[src/sv/mssp_pkg.sv]
`timescale 1ns / 1ps

package mssp_pkg;

   localparam int CHANNELS_DEF     = 8;
   localparam int PERIOD_TICKS_DEF = 256;

   localparam int WIDTH_W      = 16;
   localparam int LINE_W       = 8;
   localparam int LINE_IDX_W   = 3;
   localparam int CHAN_FIELD_W = 3;
   localparam int CHAN_MAX_W   = 4;
   localparam int CSR_IDX_W    = 1;
   localparam int CSR_DATA_W   = 16;

   localparam logic [WIDTH_W-1:0] COUNT_MAX       = 16'hFFFF;
   localparam logic [WIDTH_W-1:0] FRAME_MIN_RESET = 16'd3333;

   localparam logic OP_TICK  = 1'b0;
   localparam logic OP_WRITE = 1'b1;

   localparam logic [CSR_IDX_W-1:0] CSR_CHANNEL_ENABLE = 1'd0;
   localparam logic [CSR_IDX_W-1:0] CSR_FRAME_MIN     = 1'd1;

   typedef struct packed {
      logic                    operation;
      logic [CHAN_FIELD_W-1:0] channel;
      logic [WIDTH_W-1:0]      width;
   } req_type;

   typedef struct packed {
      logic [LINE_W-1:0]       pulse_lines;
      logic [CHAN_FIELD_W-1:0] current_channel;
      logic                    frame_start;
   } rsp_type;

   // Write into the pending width store.
   typedef struct packed {
      logic                  en;
      logic [CHAN_MAX_W-1:0] chan;
      logic [WIDTH_W-1:0]    data;
   } wr_type;

endpackage

[src/sv/mssp_pend_store.sv]
`timescale 1ns / 1ps

module mssp_pend_store #(
   parameter int CHANNELS = mssp_pkg::CHANNELS_DEF
) (
   input  logic                                clock,
   input  logic                                reset,
   input  mssp_pkg::wr_type                    wr,
   input  logic [$clog2(CHANNELS)-1:0]         rd_addr,
   output logic [mssp_pkg::WIDTH_W-1:0]        rd_data
);
   import mssp_pkg::*;

   localparam int CHW = $clog2(CHANNELS);

   logic [WIDTH_W-1:0]  mem [CHANNELS];
   logic [CHANNELS-1:0] valid_ff;
   logic [WIDTH_W-1:0]  mem_rd_ff;
   logic                rd_valid_ff;
   logic                hit_ff;
   logic [WIDTH_W-1:0]  hit_data_ff;
   logic [CHW-1:0]      wr_idx;

   assign wr_idx = wr.chan[CHW-1:0];

   always_ff @(posedge clock) begin
      if (wr.en) begin
         mem[wr_idx] <= wr.data;
      end
      mem_rd_ff <= mem[rd_addr];
   end

   // Entries never written read as zero.
   always_ff @(posedge clock) begin
      if (reset) begin
         valid_ff    <= '0;
         rd_valid_ff <= 1'b0;
         hit_ff      <= 1'b0;
      end else begin
         if (wr.en) begin
            valid_ff[wr_idx] <= 1'b1;
         end
         rd_valid_ff <= valid_ff[rd_addr];
         hit_ff      <= wr.en && (wr_idx == rd_addr);
      end
   end

   always_ff @(posedge clock) begin
      hit_data_ff <= wr.data;
   end

   // A write to the entry being read in the same cycle is forwarded.
   assign rd_data = hit_ff ? hit_data_ff : (rd_valid_ff ? mem_rd_ff : '0);

endmodule

[src/sv/multiplexed_servo_pulse_sequencer.sv]
`timescale 1ns / 1ps
// Servo pulse sequencer: CHANNELS servo lines pulsed one slot after another.
// Input channel (req_): each item is either one timer tick or a write of a
// channel's pending pulse width. Every accepted item yields exactly one result
// item on the rsp_ channel: the line levels, the running slot's channel and a
// flag that marks the tick that began a new frame.
// The result is registered: the result of an item accepted at one edge is valid
// after that edge. One item is taken per clock while the output register can be
// emptied; the tick update is combinational and the pending width store read
// is prefetched for the next slot's channel so a slot can start on any tick.
// When the receiver stalls, the result is held in the output register and
// req_ready drops until it is taken; req_ready is high whenever the output
// register is empty or being emptied in the same cycle.
// The csr_ port writes channel_enable (index 0) and frame_min_ticks (index 1)
// with no wait states. Reset sets all lines low, channel 0 current, the enable
// mask to zero and the frame minimum to 3333 ticks, and pending widths read as
// zero; the block accepts items in the first cycle after reset.
module multiplexed_servo_pulse_sequencer #(
   parameter int CHANNELS     = mssp_pkg::CHANNELS_DEF,
   parameter int PERIOD_TICKS = mssp_pkg::PERIOD_TICKS_DEF
) (
   input  logic                                  clock,
   input  logic                                  reset,
   input  logic                                  req_valid,
   output logic                                  req_ready,
   input  mssp_pkg::req_type                     req_payload,
   output logic                                  rsp_valid,
   input  logic                                  rsp_ready,
   output mssp_pkg::rsp_type                     rsp_payload,
   input  logic                                  csr_we,
   input  logic [mssp_pkg::CSR_IDX_W-1:0]        csr_index,
   input  logic [mssp_pkg::CSR_DATA_W-1:0]       csr_wdata
);
   import mssp_pkg::*;

   localparam int CHW  = $clog2(CHANNELS);
   localparam int PHW  = $clog2(PERIOD_TICKS);
   localparam logic [CHW-1:0] LAST_CH   = CHW'(CHANNELS - 1);
   localparam logic [PHW-1:0] LAST_PH   = PHW'(PERIOD_TICKS - 1);

   function automatic logic [CHW-1:0] next_chan(input logic [CHW-1:0] c);
      return (c == LAST_CH) ? '0 : c + 1'b1;
   endfunction

   logic [LINE_W-1:0]  enable_ff;
   logic [WIDTH_W-1:0] frame_min_ff;

   logic [CHW-1:0]     slot_ff, slot_in;
   logic [PHW-1:0]     phase_ff, phase_in;
   logic [WIDTH_W-1:0] slot_el_ff, slot_el_in;
   logic [WIDTH_W-1:0] frame_el_ff, frame_el_in;
   logic [WIDTH_W-1:0] active_ff, active_in;
   logic               fin_ff, fin_in;
   logic [LINE_W-1:0]  lines_ff, lines_in;
   logic               rsp_valid_ff;
   rsp_type            rsp_ff, rsp_in;

   logic               accept;
   wr_type             wr;
   logic [WIDTH_W-1:0] next_pend;
   logic [LINE_W-1:0]  cur_wide, start_wide;
   logic               start;
   logic [CHW-1:0]     start_ch;
   logic               fstart;

   assign req_ready   = !rsp_valid_ff || rsp_ready;
   assign accept      = req_valid && req_ready;
   assign rsp_valid   = rsp_valid_ff;
   assign rsp_payload = rsp_ff;

   always_ff @(posedge clock) begin
      if (reset) begin
         enable_ff    <= '0;
         frame_min_ff <= FRAME_MIN_RESET;
      end else if (csr_we) begin
         case (csr_index)
            CSR_CHANNEL_ENABLE: enable_ff    <= csr_wdata[LINE_W-1:0];
            CSR_FRAME_MIN:      frame_min_ff <= csr_wdata[WIDTH_W-1:0];
            default: ;
         endcase
      end
   end

   assign wr.en   = accept && (req_payload.operation == OP_WRITE) &&
                    (5'(req_payload.channel) < 5'(CHANNELS));
   assign wr.chan = CHAN_MAX_W'(req_payload.channel);
   assign wr.data = req_payload.width;

   // The store always presents the pending width of the channel after the
   // running slot, as seen after the item in flight.
   mssp_pend_store #(
      .CHANNELS (CHANNELS)
   ) u_store (
      .clock   (clock),
      .reset   (reset),
      .wr      (wr),
      .rd_addr (next_chan(slot_in)),
      .rd_data (next_pend)
   );

   assign cur_wide   = LINE_W'(slot_ff);
   assign start_ch   = next_chan(slot_ff);
   assign start_wide = LINE_W'(start_ch);

   always_comb begin
      slot_in     = slot_ff;
      phase_in    = phase_ff;
      slot_el_in  = slot_el_ff;
      frame_el_in = frame_el_ff;
      active_in   = active_ff;
      fin_in      = fin_ff;
      lines_in    = lines_ff;
      start       = 1'b0;
      fstart      = 1'b0;

      if (accept && req_payload.operation == OP_TICK) begin
         phase_in    = (phase_ff == LAST_PH) ? '0 : phase_ff + 1'b1;
         slot_el_in  = (slot_el_ff == COUNT_MAX) ? slot_el_ff : slot_el_ff + 1'b1;
         frame_el_in = (frame_el_ff == COUNT_MAX) ? frame_el_ff : frame_el_ff + 1'b1;

         if (!fin_ff && slot_el_in >= active_ff) begin
            if (cur_wide < LINE_W'(LINE_W)) begin
               lines_in[cur_wide[LINE_IDX_W-1:0]] = 1'b0;
            end
            fin_in = 1'b1;
         end

         if (phase_in == '0 && fin_in) begin
            if (slot_ff != LAST_CH) begin
               start = 1'b1;
            end else if (frame_el_in >= frame_min_ff) begin
               start       = 1'b1;
               fstart      = 1'b1;
               frame_el_in = '0;
            end
         end

         if (start) begin
            slot_in    = start_ch;
            slot_el_in = '0;
            active_in  = next_pend;
            fin_in     = 1'b0;
            if (start_wide < LINE_W'(LINE_W) && next_pend != '0 &&
                enable_ff[start_wide[LINE_IDX_W-1:0]]) begin
               lines_in[start_wide[LINE_IDX_W-1:0]] = 1'b1;
            end
         end
      end

      rsp_in.pulse_lines     = lines_in;
      rsp_in.current_channel = CHAN_FIELD_W'(slot_in);
      rsp_in.frame_start     = fstart;
   end

   always_ff @(posedge clock) begin
      if (reset) begin
         slot_ff      <= '0;
         phase_ff     <= '0;
         slot_el_ff   <= '0;
         frame_el_ff  <= '0;
         active_ff    <= '0;
         fin_ff       <= 1'b0;
         lines_ff     <= '0;
         rsp_valid_ff <= 1'b0;
      end else begin
         slot_ff     <= slot_in;
         phase_ff    <= phase_in;
         slot_el_ff  <= slot_el_in;
         frame_el_ff <= frame_el_in;
         active_ff   <= active_in;
         fin_ff      <= fin_in;
         lines_ff    <= lines_in;
         if (accept) begin
            rsp_valid_ff <= 1'b1;
         end else if (rsp_ready) begin
            rsp_valid_ff <= 1'b0;
         end
      end
   end

   always_ff @(posedge clock) begin
      if (accept) begin
         rsp_ff <= rsp_in;
      end
   end

endmodule
[config.mk]
export PLATFORM = sky130hd
export DESIGN_NAME = multiplexed_servo_pulse_sequencer
export DESIGN_NICKNAME = d
export VERILOG_FILES = /design/src/sv/mssp_pkg.sv /design/src/sv/mssp_pend_store.sv /design/src/sv/multiplexed_servo_pulse_sequencer.sv
export SDC_FILE = /design/constraint.sdc
export NUM_CORES = 1
export LEC_CHECK = 0
export ABC_CLOCK_PERIOD_IN_PS = 7100
export BUFFER_PORTS_ARGS = -buffer_cell sky130_fd_sc_hd__buf_2
export CORE_MARGIN = 8
export CORE_UTILIZATION = 50
export DETAILED_ROUTE_END_ITERATION = 8
export GPL_TIMING_DRIVEN = 1
export PLACE_DENSITY = 0.68
export SETUP_SLACK_MARGIN = 0.15
export SYNTH_ARGS = -nofsm -noshare
export SYNTH_HDL_FRONTEND = slang
export SYNTH_HIERARCHICAL = 1
export SYNTH_SLANG_ARGS = --single-unit
[constraint.sdc]
create_clock -name clock -period 7.1 [get_ports clock]
set_input_delay 0 -clock clock [delete_from_list [all_inputs] [get_ports clock]]
set_output_delay 0 -clock clock [all_outputs]
set_load 0.03 [all_outputs]
Word-level counts from Yosys, hierarchy flattened
Memory sizes are Yosys's and may differ from the RTL's. A register that Yosys moved wholly into a read port is not among the register bits.
Index checks and enable logic that the tools add are counted.
W data, S select, Z words.
Operators by class
  add/sub/neg operators: 5
  magnitude comparators: 11
  equal/unequal tests: 7
  multiplexer cells: 40
  bitwise operators: 8
  reductions and logical operators: 21
Operators by type and width (number)
  $mux W16: 8
  $mux W8: 7
  $add A16 B1 Y16 const B: 2
  $eq A16 B16 Y1 const B: 2
  $ge A16 B16 Y1: 2
  $lt A3 B4 Y1 const B: 6
  $mux W1: 16
  $or A8 B8 Y8: 2
  $reduce_bool A16 Y1: 1
  $mux W3: 4
  $logic_and A1 B1 Y1: 11
  $demux W1 S3: 3
  $ge A3 B1 Y1 const B: 3
  $add A8 B1 Y8 const B: 1
  $and A8 B8 Y8: 1
  $eq A8 B8 Y1 const B: 1
  $logic_not A8 Y1: 1
  $not A8 Y8: 1
  $add A3 B1 Y3 const B: 2
  $bmux W1 S3: 2
  $eq A3 B3 Y1 const B: 2
  $reduce_and A2 Y1: 3
  $not A1 Y1: 4
  $eq A3 B3 Y1: 1
  5 further kinds: 6
Word-level totals
  bits in registers: 131
  memory bits (writable): 128
  bits of input ports: 42
  word-level logic and storage cells: 110
  memories kept: 1
Memory list
  u_store.mem: words 8, bits a word 16, rd ports 1, clocked after Yosys merged registers in 1, write ports 1, line mssp_pend_store.sv:16  | logic [WIDTH_W-1:0] mem [CHANNELS];

Longest topological paths before layout
  depth after elaboration: 15
  gate-level depth with buffers: 23
  depth with buffers taken out: 19

Modules after synthesis
Netlist, hierarchy kept.
Modules (own cells, without submodules)
  mssp_pend_store: instances 1, cells each 289, area an instance 6198.4 um^2, seq. area each 4684.5 um^2
  multiplexed_servo_pulse_sequencer: instances 1, cells each 696, area an instance 5861.9 um^2, seq. area each 2222.1 um^2

Worst setup path before layout
OpenSTA, ideal clock, no wires.
  path kind: reg2reg
  start: reg slot_el_ff[6]
  end: reg u_store.mem_rd_ff[0], read port of u_store.mem
  library setup time: 0.121 ns
  data arrival time: 4.775 ns
  setup slack: 2.204 ns
  stages on the path, launching flop included: 23
  path buffers: 4
  path through: dfxtp_1 > and4_1 > nand3_1 > or3_1 > clkbuf_1 > nand2b_1 > nor3_1 > xor2_1 > ha_1 > nand4_1 > nor2_1 > o2111ai_1 > o211ai_2 > o211ai_4 > buf_2 > a21o_1 > ha_1 > ha_1 > nor2_1 > buf_6 > buf_6 > mux4_1 > mux2_2
Between the ends
  cells in the longest elaborated chain, start to end: 13
RTL lines
  start: declaration: line multiplexed_servo_pulse_sequencer.sv:50  | logic [WIDTH_W-1:0] slot_el_ff, slot_el_in;
  start signal: assignment: line multiplexed_servo_pulse_sequencer.sv:168  | slot_el_ff <= slot_el_in;
  $add A16 B1 Y16 or $eq A16 B16 Y1 (tied branches): line multiplexed_servo_pulse_sequencer.sv:118  | slot_el_in = (slot_el_ff == COUNT_MAX) ? slot_el_ff : slot_el_ff + 1'b1;
  $mux W16 *: line multiplexed_servo_pulse_sequencer.sv:118
  $ge A16 B16 Y1 *: line multiplexed_servo_pulse_sequencer.sv:121  | if (!fin_ff && slot_el_in >= active_ff) begin
  $logic_and A1 B1 Y1 *: line multiplexed_servo_pulse_sequencer.sv:121
  $mux W1 *: line multiplexed_servo_pulse_sequencer.sv:121
  $mux W1 *: line multiplexed_servo_pulse_sequencer.sv:116  | if (accept && req_payload.operation == OP_TICK) begin
  $logic_and A1 B1 Y1 *: line multiplexed_servo_pulse_sequencer.sv:128  | if (phase_in == '0 && fin_in) begin
  $mux W1 *: line multiplexed_servo_pulse_sequencer.sv:128
  $mux W1 *: line multiplexed_servo_pulse_sequencer.sv:116
  $mux W3 *: line multiplexed_servo_pulse_sequencer.sv:138  | if (start) begin
  $mux W3 *: line multiplexed_servo_pulse_sequencer.sv:116
  net slot_in[1]: line multiplexed_servo_pulse_sequencer.sv:48  | logic [CHW-1:0] slot_ff, slot_in;
  $add A3 B1 Y3 or $eq A3 B3 Y1 (tied branches): line multiplexed_servo_pulse_sequencer.sv:42  | return (c == LAST_CH) ? '0 : c + 1'b1;
  $mux W3 *: line multiplexed_servo_pulse_sequencer.sv:42
  end: declaration: line mssp_pend_store.sv:18  | logic [WIDTH_W-1:0] mem_rd_ff;
The timed path passes the listed nets; every way through them passes the cells marked *. The select of a mux whose other input is x is not followed.
A chain may end at the register's enable or synchronous reset.

Worst setup path in the final report
  start: reg slot_el_ff[6]
  end: reg u_store.hit_ff
Between the ends
  cells in the longest elaborated chain, start to end: 15
RTL lines
  $add A16 B1 Y16 or $eq A16 B16 Y1 (tied branches): line multiplexed_servo_pulse_sequencer.sv:118
  $mux W16 *: line multiplexed_servo_pulse_sequencer.sv:118
  $ge A16 B16 Y1 *: line multiplexed_servo_pulse_sequencer.sv:121
  $logic_and A1 B1 Y1 *: line multiplexed_servo_pulse_sequencer.sv:121
  $mux W1 *: line multiplexed_servo_pulse_sequencer.sv:121
  $mux W1 *: line multiplexed_servo_pulse_sequencer.sv:116
  $logic_and A1 B1 Y1 *: line multiplexed_servo_pulse_sequencer.sv:128
  $mux W1 *: line multiplexed_servo_pulse_sequencer.sv:128
  $mux W1 *: line multiplexed_servo_pulse_sequencer.sv:116
  $mux W3 *: line multiplexed_servo_pulse_sequencer.sv:138
  $mux W3 *: line multiplexed_servo_pulse_sequencer.sv:116
  net slot_in[0]: line multiplexed_servo_pulse_sequencer.sv:48
  $add A3 B1 Y3 or $eq A3 B3 Y1 (tied branches): line multiplexed_servo_pulse_sequencer.sv:42
  $mux W3 *: line multiplexed_servo_pulse_sequencer.sv:42
  $eq A3 B3 Y1 *: line mssp_pend_store.sv:44  | hit_ff <= wr.en && (wr_idx == rd_addr);
  $logic_and A1 B1 Y1 *: line mssp_pend_store.sv:44
  end signal: assignment: line mssp_pend_store.sv:44
  end: declaration: line mssp_pend_store.sv:20  | logic hit_ff;
Marks and branches as above.

==> impl_results.md <==
* Internal Power at 2.62 mW
* Unrepaired setup endpoints after global routing: false
* Relative contribution of combinational cells to total power at 4.3%
* Num ports at 56
* Total number of yosys warnings at 6
* Deepest level of the CTS H-tree at 1
* Number of standard cells after synthesis at 984
* Worst-skew pair later-pin latency at 0.57 ns
* Fin Clk Skew at 0.0462 ns
* Final antenna diode count at 0
* Clock network fraction of total power at 44.1%
* Die area at 29300 um2
* CTS Buf Count at 28
* Maximum clock frequency at 165 MHz
* Capturing element of the worst setup path: u_store/hit_ff
* Arrival time of data at the critical path endpoint at 6.56 ns
* Synth Cell Area at 12100 um2
* Max-slew headroom at 23.4%
* Vias at 7874
* Pin count of the biggest net entering global routing at 50
* Post-route ant nets at 0
* Final Hold Vio Count at 0
* Post-route fraction of the period consumed by the critical path at 85.2%
* Critical Path Fanout Max at 25
* Fraction of final layout cells sized beyond drive strength 1 at 14.1%
* Die span in y at 171 um
* Minimum period implied by the final worst setup slack at 6.05 ns
* Net switching power of the design at 0.694 mW
* Setup total negative slack at 0 ns
* Setup-failing EPs final at 0
* Fraction of power spent switching nets at 20.9%
* CP endpoint kind: register
* DPL Wire Length at 16.0 mm
* Reg clk slew, reported paths at 0.06 ns
* Core region area at 24000 um2
* Maximum number of buffers from clock root to sink at 3
* Total congestion overflow at 0
* Antenna violations before repair at 0
* Clock sink total at 275
* Final #Nets at 1157
* LEAKAGE at 5.36 nW
* Post-Synthesis Net Count at 1066
* Post-route DRC at 0
* Reg-to-reg endpoint: u_store/hit_ff
* Data required time of the worst path at 7.61 ns
* Via count of the first global-routing pass at 7861
* Detailed Routing Iterations Pass 1 at 5
* GRT Total Usage at 17.2%
* Setup slack of the most critical reg-to-reg path at 1.05 ns
* Max-capacitance violation count at 0
* Origin of the critical flop-to-flop path: slot_el_ff[6]
* Width of the die at 171 um
* Initial core utilization at 50.3%
* Wire length of the first global-routing pass at 40.3 mm
* Rows at 57
* Measured slew at the worst slew-check pin at 1.14 ns
* Clock Root Buffer: sky130_fd_sc_hd__clkbuf_16
* Status: finished clean
* Average instance area after synthesis at 12.3 um2
* Count of instances resized after the clock tree is built at 0
* Class of the worst hold path: input port to register
* Synth-to-layout area growth at 16.1%
* Count of fill cells added during filler insertion at 1996
* Vias per inst at 5.55
* CTS tree: yes
* Detailed Route WL at 25.0 mm
* Power per cell area at 237 nW/um2
* Post-layout power at 3.32 mW
* Largest vdd supply drop at 0.000226 V
* Port Buffers at 55
* Weighted congestion reported at the end of routability-driven placement at 0.800
* Start point of the critical path: slot_el_ff[6]
* Reg power frac at 51.5%
* Average wire per standard cell at 17.6 um
* Critical path startpoint category: register
* Worst-case reg-to-reg path depth at 19
* Detailed router's first-iteration violation count at 492
* Path type of the worst setup path: register to register
* Count of final max-slew check failures at 0
==> per-stage QoR <==
step	util [%]	hold slack, ns	worst slack (ns)	instance area, um2	cells
detailed placement	52.9	0.209	1.12	12700	1329
finish	58.4	0.0495	1.05	14000	1420
global placement	52.9	0.205	1.20	12700	1329
CTS	58.4	0.0278	1.04	14000	1420
global route	58.4	0.0514	0.631	14000	1420
floorplan	-	0.0277	2.20	12100	984
==> flip-flops by register name, indices dropped and copies added, names as in the netlist, 3 cells and up <==
register             count
u_store/hit_data_ff     16
lines_ff                 8
frame_min_ff            16
u_store/mem_rd_ff       16
slot_el_ff              16
enable_ff                8
rsp_payload             12
u_store/mem            128
frame_el_ff             16
u_store/valid_ff         8
active_ff               16
phase_ff                 8
slot_ff                  3
==> critical path: stages, from the launching register on <==
cell,delay [ns]
sky130_fd_sc_hd__dfxtp_1,0.45
sky130_fd_sc_hd__and4_1,0.30
sky130_fd_sc_hd__nand3_1,0.17
sky130_fd_sc_hd__or3_1,0.56
sky130_fd_sc_hd__nand2b_1,0.24
sky130_fd_sc_hd__nor3_1,0.08
sky130_fd_sc_hd__xor2_1,0.19
sky130_fd_sc_hd__ha_1,0.28
sky130_fd_sc_hd__nand4_1,0.11
sky130_fd_sc_hd__o21ai_0,0.10
sky130_fd_sc_hd__a211oi_1,0.36
sky130_fd_sc_hd__o211ai_2,0.26
sky130_fd_sc_hd__o211ai_4,0.47
sky130_fd_sc_hd__mux2i_1,0.33
sky130_fd_sc_hd__ha_1,0.28
sky130_fd_sc_hd__ha_1,0.81
sky130_fd_sc_hd__xnor2_1,0.19
sky130_fd_sc_hd__nand3b_1,0.10
sky130_fd_sc_hd__nor3_1,0.15
sky130_fd_sc_hd__dlygate4sd3_1,0.57
==> metal layers <==
metal | global-route usage [%] | share of wire [%]
met5 | 0 | 0
met4 | 5.60 | 2.8
met3 | 2.75 | 4.2
met2 | 30.4 | 50
met1 | 21.2 | 43
==> power groups by stage <==
| stage | sequential, mW | clock [mW] | combinational, mW |
|---|---|---|---|
| after global routing | 1.71 | 1.57 | 0.158 |
| after CTS | 1.71 | 1.49 | 0.145 |
| after detailed placement | 1.74 | 0 | 0.128 |
| final | 1.71 | 1.46 | 0.144 |
| after global placement | 1.74 | 0 | 0.126 |
| after floorplan | 1.75 | 0 | 0.0674 |
==> area by class of cell <==
class	instances	area (um2)	share of cell area [%]
flip-flops and latches	275	6910	49.3
multi-input cells	618	4830	34.5
clock buffers	41	779	5.57
repair buffers	108	773	5.52
well taps	324	405	2.89
inverters	44	165	1.18
clock inverters	10	148	1.05
==> worst min path at each step <==
| stage | to | depth (start not counted) | startpoint | slack (ns) |
|---|---|---|---|---|
| 4_1_cts | slot_el_ff[2] | 5 | req_payload[19] | 0.03 |
| 6_report | slot_el_ff[2] | 5 | req_payload[19] | 0.05 |
| 5_1_grt | slot_el_ff[2] | 5 | req_payload[19] | 0.05 |
| 3_5_place_dp | u_store/hit_data_ff[5] | 1 | req_payload[5] | 0.21 |
| 3_3_place_gp | u_store/hit_data_ff[1] | 1 | req_payload[1] | 0.20 |
| 2_1_floorplan | u_store/hit_data_ff[0] | 0 | req_payload[0] | 0.03 |
==> cells in the final DEF, fill, tap and decap left out, types with 12 or more instances in the layout <==
cell,count
sky130_fd_sc_hd__a21oi_1,59
sky130_fd_sc_hd__dfxtp_1,135
sky130_fd_sc_hd__nand2_1,89
sky130_fd_sc_hd__inv_1,42
sky130_fd_sc_hd__a22o_1,16
sky130_fd_sc_hd__edfxtp_1,140
sky130_fd_sc_hd__mux2_2,20
sky130_fd_sc_hd__and3_1,14
sky130_fd_sc_hd__nand3_1,38
sky130_fd_sc_hd__nor2_1,72
sky130_fd_sc_hd__nand4_1,13
sky130_fd_sc_hd__clkbuf_16,28
sky130_fd_sc_hd__xor2_1,12
sky130_fd_sc_hd__o21ai_0,20
sky130_fd_sc_hd__nor3_1,14
sky130_fd_sc_hd__buf_2,55
sky130_fd_sc_hd__mux2i_1,29
sky130_fd_sc_hd__ha_1,40
sky130_fd_sc_hd__buf_4,13
sky130_fd_sc_hd__xnor2_1,19
sky130_fd_sc_hd__mux4_1,32
sky130_fd_sc_hd__dlygate4sd3_1,40
==> repair_timing <==
item	4_1_cts	5_1_grt
buffers inserted	0	0
hold buffers	40	0
endpoints found under the hold margin	214	0
No activity file was read; power rests on OpenSTA's default activity.
